## src/rtl/core/ldc_pkg.sv

```systemverilog
// ----------------------------------------------------------------------------
// ldc_pkg: shared definitions of the locked descriptor cache
// Sizes, command codes, the request, response and entry records.
// ----------------------------------------------------------------------------
package ldc_pkg;

	localparam int ENTRIES      = 16;
	localparam int LOCK_BITS    = 16;
	localparam int RESULT_LIMIT = 16;

	localparam int IDX_W     = $clog2(ENTRIES);
	localparam int CNT_W     = $clog2(ENTRIES + 1);
	localparam int RES_CNT_W = $clog2(RESULT_LIMIT + 1);

	localparam logic [2:0] CMD_LOOKUP     = 3'd0;
	localparam logic [2:0] CMD_INSERT     = 3'd1;
	localparam logic [2:0] CMD_RELEASE    = 3'd2;
	localparam logic [2:0] CMD_INVALIDATE = 3'd3;
	localparam logic [2:0] CMD_PURGE      = 3'd4;

	typedef struct packed {
		logic [2:0]  command;
		logic [31:0] object_number;
		logic [7:0]  category;
		logic [7:0]  server_id;
		logic        match_any_object;
		logic [31:0] handle_in;
	} req_t;

	typedef struct packed {
		logic        hit;
		logic [31:0] handle_out;
		logic        stored;
		logic        free_valid;
		logic [31:0] free_handle;
		logic        last;
	} rsp_t;

	typedef struct packed {
		logic [31:0]          object;
		logic [7:0]           category;
		logic [7:0]           server;
		logic                 mark;
		logic [LOCK_BITS-1:0] lock;
		logic [31:0]          handle;
	} entry_t;

	localparam int ENTRY_W = $bits(entry_t);

endpackage

```

## src/rtl/core/ldc_if.sv

```systemverilog
// ----------------------------------------------------------------------------
// ldc_if: request and response channels of the descriptor cache
// Valid/ready channels; a beat moves when both are high at a clock edge.
// ----------------------------------------------------------------------------
interface ldc_req_if;
	logic          valid;
	logic          ready;
	ldc_pkg::req_t payload;

	modport source (output valid, output payload, input ready);
	modport sink (input valid, input payload, output ready);
endinterface

interface ldc_rsp_if;
	logic          valid;
	logic          ready;
	ldc_pkg::rsp_t payload;

	modport source (output valid, output payload, input ready);
	modport sink (input valid, input payload, output ready);
endinterface

```

## src/rtl/core/ldc_ram.sv

```systemverilog
// ----------------------------------------------------------------------------
// ldc_ram: simple dual-port synchronous RAM
// One write port, one read port with registered data and a read enable.
// ----------------------------------------------------------------------------
module ldc_ram #(
	parameter int DEPTH = 16,
	parameter int WIDTH = 8,
	localparam int AW = $clog2(DEPTH)
) (
	input  logic             clk,
	input  logic             we,
	input  logic [AW-1:0]    waddr,
	input  logic [WIDTH-1:0] wdata,
	input  logic             re,
	input  logic [AW-1:0]    raddr,
	output logic [WIDTH-1:0] rdata
);

	logic [WIDTH-1:0] mem [DEPTH];

	always_ff @(posedge clk) begin
		if (we) begin
			mem[waddr] <= wdata;
		end
	end

	// Read data holds while re is low.
	always_ff @(posedge clk) begin
		if (re) begin
			rdata <= mem[raddr];
		end
	end

endmodule

```

## src/rtl/core/ldc_out_reg.sv

```systemverilog
// ----------------------------------------------------------------------------
// ldc_out_reg: response output register
// Holds one response beat and decouples the sequencer from the receiver.
// ----------------------------------------------------------------------------
module ldc_out_reg (
	input  logic              clk,
	input  logic              arst_n,
	input  logic              load,
	input  ldc_pkg::rsp_t     data,
	output logic              free,
	ldc_rsp_if.source         rsp
);

	logic          valid_q;
	ldc_pkg::rsp_t data_q;

	assign free        = !valid_q || rsp.ready;
	assign rsp.valid   = valid_q;
	assign rsp.payload = data_q;

	always_ff @(posedge clk or negedge arst_n) begin
		if (!arst_n) begin
			valid_q <= 1'b0;
		end else if (load) begin
			valid_q <= 1'b1;
		end else if (rsp.ready) begin
			valid_q <= 1'b0;
		end
	end

	always_ff @(posedge clk) begin
		if (load) begin
			data_q <= data;
		end
	end

endmodule

```

## src/rtl/core/ldc_ctrl.sv

```systemverilog
// ----------------------------------------------------------------------------
// ldc_ctrl: command sequencer of the descriptor cache
// Scans the entry RAM once per command, then finishes with any write-back.
// ----------------------------------------------------------------------------
module ldc_ctrl (
	input  logic                                 clk,
	input  logic                                 arst_n,
	ldc_req_if.sink                              req,
	input  logic                                 out_free,
	output logic                                 res_load,
	output ldc_pkg::rsp_t                        res_data,
	output logic                                 mem_we,
	output logic [ldc_pkg::IDX_W-1:0]            mem_waddr,
	output logic [ldc_pkg::ENTRY_W-1:0]          mem_wdata,
	output logic                                 mem_re,
	output logic [ldc_pkg::IDX_W-1:0]            mem_raddr,
	input  logic [ldc_pkg::ENTRY_W-1:0]          mem_rdata
);

	typedef enum logic [1:0] {S_IDLE, S_SCAN, S_FINISH} state_t;

	state_t                          state_q;
	ldc_pkg::req_t                   cmd_q;
	logic [ldc_pkg::CNT_W-1:0]       idx_q;
	logic                            v_s1;
	logic [ldc_pkg::IDX_W-1:0]       idx_s1;
	logic [ldc_pkg::ENTRIES-1:0]     slot_valid_q;
	logic [ldc_pkg::IDX_W-1:0]       rr_q;
	logic [ldc_pkg::RES_CNT_W-1:0]   n_q;
	logic                            hit_found_q;
	logic [ldc_pkg::IDX_W-1:0]       hit_idx_q;
	ldc_pkg::entry_t                 hit_entry_q;
	logic                            free_found_q;
	logic [ldc_pkg::IDX_W-1:0]       free_idx_q;
	logic                            rr_found_q;
	logic [31:0]                     rr_handle_q;
	logic                            other_found_q;
	logic [ldc_pkg::IDX_W-1:0]       other_idx_q;
	logic [31:0]                     other_handle_q;
	logic                            matched_q;
	logic                            pend_v_q;
	logic [31:0]                     pend_handle_q;

	ldc_pkg::entry_t e;
	logic cur_valid, is_lk, key_m, rel_m, inv_m, inv_mark, inv_free;
	logic stall, advance, scan_end, eval, accept, finish;
	logic ins_have, ins_ev;
	logic [ldc_pkg::IDX_W-1:0] ins_idx;
	logic [31:0] ins_old;
	logic [ldc_pkg::LOCK_BITS-1:0] rel_lock;
	logic rel_freed;
	ldc_pkg::entry_t wentry;

	assign e         = ldc_pkg::entry_t'(mem_rdata);
	assign cur_valid = slot_valid_q[idx_s1];
	assign is_lk     = (cmd_q.command == ldc_pkg::CMD_LOOKUP) ||
	                   (cmd_q.command == ldc_pkg::CMD_INSERT);

	assign key_m = cur_valid && (e.object == cmd_q.object_number) &&
	               (e.category == cmd_q.category) && (e.server == cmd_q.server_id);
	assign rel_m = cur_valid && (e.handle == cmd_q.handle_in);
	always_comb begin
		inv_m = 1'b0;
		if (cur_valid && (e.server == cmd_q.server_id)) begin
			if (cmd_q.command == ldc_pkg::CMD_PURGE) begin
				inv_m = 1'b1;
			end else if (cmd_q.command == ldc_pkg::CMD_INVALIDATE) begin
				inv_m = (cmd_q.match_any_object || (e.object == cmd_q.object_number)) &&
				        (e.category == cmd_q.category);
			end
		end
	end
	assign inv_mark = inv_m && (cmd_q.command == ldc_pkg::CMD_INVALIDATE) && (e.lock != '0);
	assign inv_free = inv_m && !inv_mark && (n_q < ldc_pkg::RES_CNT_W'(ldc_pkg::RESULT_LIMIT));

	// A freed handle displaces the pending one into the output register.
	assign stall    = v_s1 && inv_free && pend_v_q && !out_free;
	assign advance  = (state_q == S_SCAN) && !stall;
	assign eval     = advance && v_s1;
	assign scan_end = advance && (idx_q == ldc_pkg::CNT_W'(ldc_pkg::ENTRIES));
	assign accept   = req.valid && req.ready;
	assign finish   = (state_q == S_FINISH) && out_free;

	assign req.ready = (state_q == S_IDLE);
	assign mem_re    = advance && (idx_q != ldc_pkg::CNT_W'(ldc_pkg::ENTRIES));
	assign mem_raddr = idx_q[ldc_pkg::IDX_W-1:0];

	// Slot choice for an insert miss.
	assign ins_have = free_found_q || rr_found_q || other_found_q;
	assign ins_ev   = !free_found_q;
	assign ins_idx  = free_found_q ? free_idx_q : (rr_found_q ? rr_q : other_idx_q);
	assign ins_old  = rr_found_q ? rr_handle_q : other_handle_q;

	assign rel_lock  = (hit_entry_q.lock != '0) ? hit_entry_q.lock - 1'b1 : hit_entry_q.lock;
	assign rel_freed = (rel_lock == '0) && hit_entry_q.mark;

	always_comb begin
		mem_we    = 1'b0;
		mem_waddr = idx_s1;
		wentry    = e;
		res_load  = 1'b0;
		res_data  = '0;
		if (state_q == S_SCAN) begin
			if (eval && inv_mark) begin
				mem_we      = 1'b1;
				wentry.mark = 1'b1;
			end
			if (eval && inv_free && pend_v_q) begin
				res_load             = 1'b1;
				res_data.hit         = 1'b1;
				res_data.free_valid  = 1'b1;
				res_data.free_handle = pend_handle_q;
			end
		end else if (finish) begin
			res_load      = 1'b1;
			res_data.last = 1'b1;
			case (cmd_q.command)
				ldc_pkg::CMD_LOOKUP, ldc_pkg::CMD_INSERT: begin
					if (hit_found_q) begin
						mem_we    = 1'b1;
						mem_waddr = hit_idx_q;
						wentry    = hit_entry_q;
						if (hit_entry_q.lock != '1) begin
							wentry.lock = hit_entry_q.lock + 1'b1;
						end
						res_data.hit        = 1'b1;
						res_data.handle_out = hit_entry_q.handle;
						if (cmd_q.command == ldc_pkg::CMD_INSERT) begin
							res_data.free_valid  = 1'b1;
							res_data.free_handle = cmd_q.handle_in;
						end
					end else if (cmd_q.command == ldc_pkg::CMD_INSERT) begin
						res_data.handle_out = cmd_q.handle_in;
						if (ins_have) begin
							mem_we          = 1'b1;
							mem_waddr       = ins_idx;
							wentry.object   = cmd_q.object_number;
							wentry.category = cmd_q.category;
							wentry.server   = cmd_q.server_id;
							wentry.mark     = 1'b0;
							wentry.lock     = ldc_pkg::LOCK_BITS'(1);
							wentry.handle   = cmd_q.handle_in;
							res_data.stored      = 1'b1;
							res_data.free_valid  = ins_ev;
							res_data.free_handle = ins_ev ? ins_old : 32'd0;
						end
					end
				end
				ldc_pkg::CMD_RELEASE: begin
					if (hit_found_q) begin
						mem_we      = 1'b1;
						mem_waddr   = hit_idx_q;
						wentry      = hit_entry_q;
						wentry.lock = rel_lock;
						res_data.hit         = 1'b1;
						res_data.free_valid  = rel_freed;
						res_data.free_handle = rel_freed ? hit_entry_q.handle : 32'd0;
					end else begin
						res_data.free_valid  = 1'b1;
						res_data.free_handle = cmd_q.handle_in;
					end
				end
				ldc_pkg::CMD_INVALIDATE, ldc_pkg::CMD_PURGE: begin
					if (pend_v_q) begin
						res_data.hit         = 1'b1;
						res_data.free_valid  = 1'b1;
						res_data.free_handle = pend_handle_q;
					end else begin
						res_data.hit = matched_q;
					end
				end
				default: begin
					res_data.last = 1'b1;
				end
			endcase
		end
	end

	assign mem_wdata = wentry;

	// Control state.
	always_ff @(posedge clk or negedge arst_n) begin
		if (!arst_n) begin
			state_q       <= S_IDLE;
			idx_q         <= '0;
			v_s1          <= 1'b0;
			slot_valid_q  <= '0;
			rr_q          <= '0;
			n_q           <= '0;
			hit_found_q   <= 1'b0;
			free_found_q  <= 1'b0;
			rr_found_q    <= 1'b0;
			other_found_q <= 1'b0;
			matched_q     <= 1'b0;
			pend_v_q      <= 1'b0;
		end else begin
			case (state_q)
				S_IDLE: begin
					if (accept) begin
						state_q       <= S_SCAN;
						idx_q         <= '0;
						v_s1          <= 1'b0;
						n_q           <= '0;
						hit_found_q   <= 1'b0;
						free_found_q  <= 1'b0;
						rr_found_q    <= 1'b0;
						other_found_q <= 1'b0;
						matched_q     <= 1'b0;
						pend_v_q      <= 1'b0;
					end
				end
				S_SCAN: begin
					if (advance) begin
						v_s1 <= mem_re;
						if (mem_re) begin
							idx_q <= idx_q + 1'b1;
						end
					end
					if (eval) begin
						if (is_lk && key_m && !hit_found_q) begin
							hit_found_q <= 1'b1;
						end
						if (cmd_q.command == ldc_pkg::CMD_INSERT) begin
							if (!cur_valid) begin
								free_found_q <= 1'b1;
							end else if (e.lock == '0) begin
								if (idx_s1 == rr_q) begin
									rr_found_q <= 1'b1;
								end else begin
									other_found_q <= 1'b1;
								end
							end
						end
						if ((cmd_q.command == ldc_pkg::CMD_RELEASE) && rel_m) begin
							hit_found_q <= 1'b1;
						end
						if (inv_m) begin
							matched_q <= 1'b1;
						end
						if (inv_free) begin
							slot_valid_q[idx_s1] <= 1'b0;
							pend_v_q             <= 1'b1;
							n_q                  <= n_q + 1'b1;
						end
					end
					if (scan_end) begin
						state_q <= S_FINISH;
					end
				end
				S_FINISH: begin
					if (finish) begin
						state_q <= S_IDLE;
						if ((cmd_q.command == ldc_pkg::CMD_INSERT) && !hit_found_q) begin
							if (!free_found_q) begin
								rr_q <= (rr_q == ldc_pkg::IDX_W'(ldc_pkg::ENTRIES - 1)) ?
								        '0 : rr_q + 1'b1;
							end
							if (ins_have) begin
								slot_valid_q[ins_idx] <= 1'b1;
							end
						end
						if ((cmd_q.command == ldc_pkg::CMD_RELEASE) && hit_found_q &&
						    rel_freed) begin
							slot_valid_q[hit_idx_q] <= 1'b0;
						end
					end
				end
				default: begin
					state_q <= S_IDLE;
				end
			endcase
		end
	end

	// Payload captured during the scan.
	always_ff @(posedge clk) begin
		if (accept) begin
			cmd_q <= req.payload;
		end
		if (advance) begin
			idx_s1 <= mem_raddr;
		end
		if (eval) begin
			if (is_lk && key_m && !hit_found_q) begin
				hit_idx_q   <= idx_s1;
				hit_entry_q <= e;
			end
			if ((cmd_q.command == ldc_pkg::CMD_RELEASE) && rel_m && !hit_found_q) begin
				hit_idx_q   <= idx_s1;
				hit_entry_q <= e;
			end
			if (!cur_valid) begin
				free_idx_q <= idx_s1;
			end else if (e.lock == '0) begin
				if (idx_s1 == rr_q) begin
					rr_handle_q <= e.handle;
				end else begin
					other_idx_q    <= idx_s1;
					other_handle_q <= e.handle;
				end
			end
			if (inv_free) begin
				pend_handle_q <= e.handle;
			end
		end
	end

	// The scan never writes the entry it is reading.
	a_no_rw_collision: assert property (@(posedge clk) disable iff (!arst_n)
		(mem_we && mem_re) |-> (mem_waddr != mem_raddr))
		else $error("entry RAM read and write hit the same address");

	// A response is loaded only when the output register can take it.
	a_load_when_free: assert property (@(posedge clk) disable iff (!arst_n)
		res_load |-> out_free)
		else $error("response loaded into a full output register");

	// Nothing is left pending once the sequencer is back in idle.
	a_idle_clean: assert property (@(posedge clk) disable iff (!arst_n)
		(finish |=> (req.ready && !v_s1)))
		else $error("sequencer left finish without returning to idle");

	// The freed-handle count stays within the per-command limit.
	a_count_limit: assert property (@(posedge clk) disable iff (!arst_n)
		n_q <= ldc_pkg::RES_CNT_W'(ldc_pkg::RESULT_LIMIT))
		else $error("freed-handle count passed its limit");

endmodule

```

## src/rtl/core/locked_descriptor_cache.sv

```systemverilog
// ----------------------------------------------------------------------------
// locked_descriptor_cache: lock-counted cache of descriptor handles
// Lookup, insert, release, invalidate and purge over a small entry RAM.
// ----------------------------------------------------------------------------
// The block takes one command beat on req and answers with one or more
// response beats on rsp; the final beat of a command carries last. Commands
// are taken one at a time: req.ready is high only while no command is in
// flight.
//
// Each command sweeps the entry RAM from entry 0 upward, one read per cycle
// while the sweep is not paused, evaluating each entry from the registered
// read data. A finish state then writes back the entry that a lookup, insert
// or release updates, and loads the closing response.
//
// Invalidate and purge emit one beat per freed handle during the sweep. One
// freed handle is held back so that last can be set on the true final beat;
// with the output register full and rsp.ready low, the sweep pauses at the
// next freed handle until the receiver takes the waiting beat; none is lost.
//
// Reset clears every valid bit and the round-robin pointer at once; the RAM
// contents stay as they are, since an entry only counts while marked valid.
// There is no clearing pass, so the first command is accepted right after
// reset.
module locked_descriptor_cache (
	input  logic       clk,
	input  logic       arst_n,
	ldc_req_if.sink    req,
	ldc_rsp_if.source  rsp
);

	logic                            out_free;
	logic                            res_load;
	ldc_pkg::rsp_t                   res_data;
	logic                            mem_we;
	logic [ldc_pkg::IDX_W-1:0]       mem_waddr;
	logic [ldc_pkg::ENTRY_W-1:0]     mem_wdata;
	logic                            mem_re;
	logic [ldc_pkg::IDX_W-1:0]       mem_raddr;
	logic [ldc_pkg::ENTRY_W-1:0]     mem_rdata;

	// Keys, lock counts, marks and handles live in one RAM word per slot.
	ldc_ram #(
		.DEPTH(ldc_pkg::ENTRIES),
		.WIDTH(ldc_pkg::ENTRY_W)
	) u_ram (
		.clk   (clk),
		.we    (mem_we),
		.waddr (mem_waddr),
		.wdata (mem_wdata),
		.re    (mem_re),
		.raddr (mem_raddr),
		.rdata (mem_rdata)
	);

	// The sequencer owns the valid bits, the round-robin pointer and the sweep.
	ldc_ctrl u_ctrl (
		.clk       (clk),
		.arst_n    (arst_n),
		.req       (req),
		.out_free  (out_free),
		.res_load  (res_load),
		.res_data  (res_data),
		.mem_we    (mem_we),
		.mem_waddr (mem_waddr),
		.mem_wdata (mem_wdata),
		.mem_re    (mem_re),
		.mem_raddr (mem_raddr),
		.mem_rdata (mem_rdata)
	);

	// The output register holds a response beat while the receiver stalls.
	ldc_out_reg u_out (
		.clk    (clk),
		.arst_n (arst_n),
		.load   (res_load),
		.data   (res_data),
		.free   (out_free),
		.rsp    (rsp)
	);

endmodule

```

## src/flat_wrapper.sv

```systemverilog
// flat-port wrapper written by rule: the top's interface ports become plain ports
module locked_descriptor_cache_flat 
  (clk, arst_n, req_valid, req_payload, req_ready, rsp_valid, rsp_payload, rsp_ready);
  ldc_req_if req_i ();
  ldc_rsp_if rsp_i ();
  input  logic clk;
  input  logic arst_n;
  input wire logic [$bits(req_i.valid)-1:0] req_valid;
  input wire logic [$bits(req_i.payload)-1:0] req_payload;
  output wire logic [$bits(req_i.ready)-1:0] req_ready;
  output wire logic [$bits(rsp_i.valid)-1:0] rsp_valid;
  output wire logic [$bits(rsp_i.payload)-1:0] rsp_payload;
  input wire logic [$bits(rsp_i.ready)-1:0] rsp_ready;
  assign req_i.valid = req_valid;
  assign req_i.payload = req_payload;
  assign req_ready = req_i.ready;
  assign rsp_valid = rsp_i.valid;
  assign rsp_payload = rsp_i.payload;
  assign rsp_i.ready = rsp_ready;
  locked_descriptor_cache u_core (.clk(clk), .arst_n(arst_n), .req(req_i), .rsp(rsp_i));
endmodule
```

## config.mk

```make
export PLATFORM = sky130hd
export DESIGN_NAME = locked_descriptor_cache_flat
export DESIGN_NICKNAME = d
export VERILOG_FILES = /design/src/rtl/core/ldc_pkg.sv /design/src/rtl/core/ldc_if.sv /design/src/rtl/core/ldc_ram.sv /design/src/rtl/core/ldc_out_reg.sv /design/src/rtl/core/ldc_ctrl.sv /design/src/rtl/core/locked_descriptor_cache.sv /design/src/flat_wrapper.sv
export SDC_FILE = /design/constraint.sdc
export NUM_CORES = 2
export LEC_CHECK = 0
export BUFFER_PORTS_ARGS = -buffer_cell sky130_fd_sc_hd__buf_2
export CORE_AREA = 4 4 264 525
export CTS_BUF_LIST = sky130_fd_sc_hd__clkbuf_8
export DETAILED_ROUTE_END_ITERATION = 8
export DIE_AREA = 0 0 268 529
export GPL_TIMING_DRIVEN = 0
export PLACE_DENSITY = 0.77
export SYNTH_ARGS = -nofsm -noshare
export SYNTH_HDL_FRONTEND = slang
export SYNTH_HIERARCHICAL = 1
export SYNTH_SLANG_ARGS = --single-unit
```

## constraint.sdc

```tcl
create_clock -name clk -period 24.7 [get_ports clk]
set_input_delay 4.94 -clock clk [delete_from_list [all_inputs] [get_ports clk]]
set_output_delay 4.94 -clock clk [all_outputs]
set_load 0.03 [all_outputs]
```

==> results.txt <==
----------------------------------------------------
[Floorplan]
  Width of the die ... 268 um
  Die span in y ... 529 um
  Core area ... 135000 um^2
  Starting density of the core ... 60.5%
  Row count ... 191
  Top Ports ... 158
  Area of the die ... 142000 um^2

[Critical path]
  Most prevalent standard cell on the critical path ... buf_6
  Worst Setup Path Type ... in2reg
  Endpoint of the worst register-to-register path ... u_core/u_ram/mem[4][1]
  Data arrival time of the worst path ... 11.33 ns
  Start of the worst register-to-register path ... u_core/u_ctrl/state_q[0]
  Largest delay contributor family on the critical path ... buffers and inverters
  Kind of end point of the critical path ... flip-flop
  Register-to-register setup slack ... 17.41 ns
  Cells along the critical path ... buf_2, nand2b_4, inv_1, or2_1, clkbuf_1, inv_2, nand2_1, clkbuf_1, buf_1, o21ai_0, nand3b_1, nor3_2, buf_8, buf_6, buf_6, buf_6, buf_6, buf_8, buf_6
  R2R depth ... 18
  Cell count along the critical path ... 19
  Buffers plus inverters on the worst setup path ... 13
  Critical-path maximum fanout ... 10
  Required arrival time at the worst endpoint ... 25.36 ns
  Launching element type of the critical path ... input pin
  Max stage delay on crit path ... 0.87 ns
  Standard cell with the maximum stage delay on the critical path ... nor3_2

[Route]
  Via density ... 6.66
  Number of remaining DRC errors ... 0
  Overall via count from detail_route ... 46800
  Number of optimization iterations in the first detailed-route pass ... 8
  Routed wirelength normalized by instance count ... 31.3 um
  Number of nets with antenna violations after routing ... 0
  First-iteration detailed-routing DRC count ... 6950
  Final routed wirelength across all metal layers ... 220000 um

[Timing]
  Final critical-path share of the clock period ... 43.2%
  Actual transition at the worst max-transition pin ... 1.56 ns
  Normalized max-slew margin ... -4.41%
  RSZ-0062 raised after global routing ... no
  Max Freq ... 93.7 MHz
  Hold Vio Cnt, Final ... 0
  Clk_skew ... 0.0854 ns
  Number of max-slew violations in the final report ... 9
  Sum Neg Setup Slack ... 0 ns
  Clock period minus final worst setup slack ... 10.67 ns
  WHS ... 0.481 ns
  Final setup viols ... 0

[Power]
  Pleak ... 29.9 nW
  Combinational share of power ... 26.4%
  Switching Power ... 0.00308 W
  Total chip power ... 0.00975 W
  Peak supply drop ... 0.0764 mV
  Part of the total power dissipated in sequential elements ... 47.9%
  Share of total power consumed by net switching ... 31.6%
  Total internal power ... 0.00667 W
  Clock power share ... 25.7%
  Power density cells ... 106 nW/um^2

[Outcome]
  Failing checks ... max-capacitance violations, max-slew violations
  Status ... complete, but fails checks

[Run]
  Number of violations of the max-capacitance limit ... 2

[Worst hold path]
  Worst hold path type ... reg2reg
  Worst hold path endpoint ... u_core/u_ctrl/hit_entry_q[41]
  Cells on Worst Hold Path ... 0
  Hold Path Origin ... u_core/u_ram/rdata[41]

[Clock tree]
  Clk sinks ... 2050
  CTS Hold Buffers Added ... 0
  Total clock buffers created by CTS ... 287
  CTS clk-pin slew, worst paths ... 0.06 ns
  Setup Fix Bufs, Post-CTS ... 0
  Worst-skew pair later-pin latency ... 1.00 ns
  Number of instances resized during post-cts repair ... 0
  Clock tree from TritonCTS ... done
  # H-tree levels ... 5
  CTS root buffer ... clkbuf_8
  Number of buffers on the longest clock path ... 4

[Synth]
  Number of synthesis warnings ... 6
  Number of enable flip-flop cells after synthesis ... 2010
  Number of synthesized register bits ... 2050
  Fraction of post-synthesis cell area in the top cell type by area ... 74.0%
  Distinct cell type count of the synthesized netlist ... 79
  Post-synth ARST share ... 1.95%
  Library cell occupying the most area in the post-synthesis netlist ... edfxtp_1
  Net count after synthesis ... 4603
  Flip-flop cell with the highest count after synthesis ... edfxtp_1
  Cell area after technology mapping ... 81600 um^2
  Cells after Synth ... 4509
  Cell types occupying the most area after synthesis ... edfxtp_1, mux4_2, nand2_1, a22oi_1, a21oi_1
  Register area share after synthesis ... 75.2%
  Synth Area per Inst ... 18.1 um^2

[Placement]
  Number of port buffers ... 157
  HPWL reported at the end of detailed placement ... 146000 um
  Final RePlAce weighted congestion ... 0.974

[Finish]
  Fraction of final layout cells sized beyond drive strength 1 ... 23.0%
  Area added between synthesis and finish ... 12.8%
  Final #Nets ... 5180

[Global routing]
  Overflow left after global routing ... 0
  Overall fraction of global-route tracks in use ... 31.1%
  Number of antenna violations at the first check in global routing ... 6
  Global-route wire length before repair ... 318000 um
  Pin count of the biggest net entering global routing ... 64
  Vias in the first global route ... 47500

----------------------------------------------------
## per-layer routing
metal,GRT usage (%),share of wire (%),vias up
li1,-,-,19300
met1,40.2,34,23500
met2,51.8,50,3255
met3,5.70,9.7,665
met4,15.1,5.7,4
met5,0,0.012,-
## flip-flops by register name, summed over array words and instances, names as in the netlist, 2 cells and up
name,count
u_core/u_ram/mem,1552
u_core/u_ctrl/hit_idx_q,4
u_core/u_ram/rdata,97
u_core/u_ctrl/free_idx_q,4
u_core/u_ctrl/idx_q,5
u_core/u_ctrl/hit_entry_q,97
u_core/u_ctrl/other_idx_q,4
u_core/u_ctrl/rr_q,4
u_core/u_out/rsp.payload,68
u_core/u_ctrl/cmd_q,84
u_core/u_ctrl/rr_handle_q,32
u_core/u_ctrl/slot_valid_q,16
u_core/u_ctrl/idx_s1,4
u_core/u_ctrl/pend_handle_q,32
u_core/u_ctrl/state_q,2
u_core/u_ctrl/n_q,5
u_core/u_ctrl/other_handle_q,32
## worst max-delay path by stage
stage | startpoint | end | slack, ns
finish | rsp_ready | u_core/u_ram/mem[4][1] | 14.03
global route | rsp_ready | u_core/u_ram/mem[4][1] | 13.98
CTS | rsp_ready | u_core/u_ram/mem[4][1] | 14.21
detailed placement | rsp_ready | u_core/u_ram/mem[4][91] | 13.20
global placement | rsp_ready | u_core/u_ram/mem[8][91] | 0.12
floorplan | rsp_ready | u_core/u_ram/mem[0][0] | 10.36
## cells in the mapped netlist (all sizes together), types with 29 or more instances
master and n:
a22oi 205, xnor2 38, nand4 30, nand2 459, dfrtp 40, buf 98
clkbuf 180, a21oi 290, edfxtp 2010, a41oi 29, o21ai 197, xor2 64
nor3 62, mux4 393, nor2 105, inv 45, mux2 35
## cells by family (layout without fill, tap and decap cells)
family / after synthesis / count (layout) / share of synthesized area (%)
AOI/OAI and AO/OA: 806 / 806 / 6.12
xor gates and xnor gates: 102 / 102 / 1.10
adders and majority gates: 6 / 6 / 0.0920
buffers and inverters: 324 / 1099 / 1.72
DFF: 2050 / 2050 / 75.2
muxes: 442 / 442 / 11.5
other: 0 / 1 / 0
and+or+nand+nor: 779 / 779 / 4.23
## power by group through the flow
stage               combinational, W  sequential, W  clock [W]
finish                       0.00257        0.00467    0.00251
floorplan                    0.00165        0.00466          0
CTS                          0.00254        0.00467    0.00254
global route                 0.00273        0.00468    0.00271
global placement             0.00239        0.00476          0
detailed placement           0.00253        0.00475          0
## cells in the final DEF (no fill, tap or decap), types with 117 or more instances in the layout
cell type,instances
clkbuf_8,296
inv_1,117
o21ai_0,120
buf_2,193
mux4_2,393
clkbuf_1,180
a21oi_1,286
nand2_1,459
a22oi_1,205
edfxtp_1,2010
## final cells by class
type	instances	area, um^2
Antenna cell	1	2.50
Buffer	278	1230
Clock buffer	296	4070
Clock inverter	191	1220
Fill cell	8396	42800
Inverter	46	183
Multi-Input combinational cell	2135	19000
Sequential cell	2050	61400
Tap cell	1737	2170
Timing Repair Buffer	288	2790
## stage by stage
step	instance area [um^2]	util (%)	worst slack [ns]	cells
floorplan	81600	-	10.36	4509
global placement	84500	62.7	0.117	6403
detailed placement	86600	64.3	13.20	6530
CTS	91900	68.2	14.21	7017
global route	92000	68.3	13.98	7022
finish	92000	68.3	14.03	7022
## worst register-to-register path: stages, from the launching register on
cell      delay (ns)
dfrtp_1         0.37
nand2b_1        0.11
clkbuf_1        0.39
or2_1           0.17
clkbuf_1        0.44
inv_2           0.23
nand2_1         0.69
clkbuf_1        0.65
buf_1           0.85
o21ai_0         0.42
nand3b_1        0.49
nor3_2          0.87
buf_8           0.26
buf_6           0.17
buf_6           0.18
buf_6           0.19
buf_6           0.18
buf_8           0.17
buf_6           0.16
(Power assumes the default switching activity.)
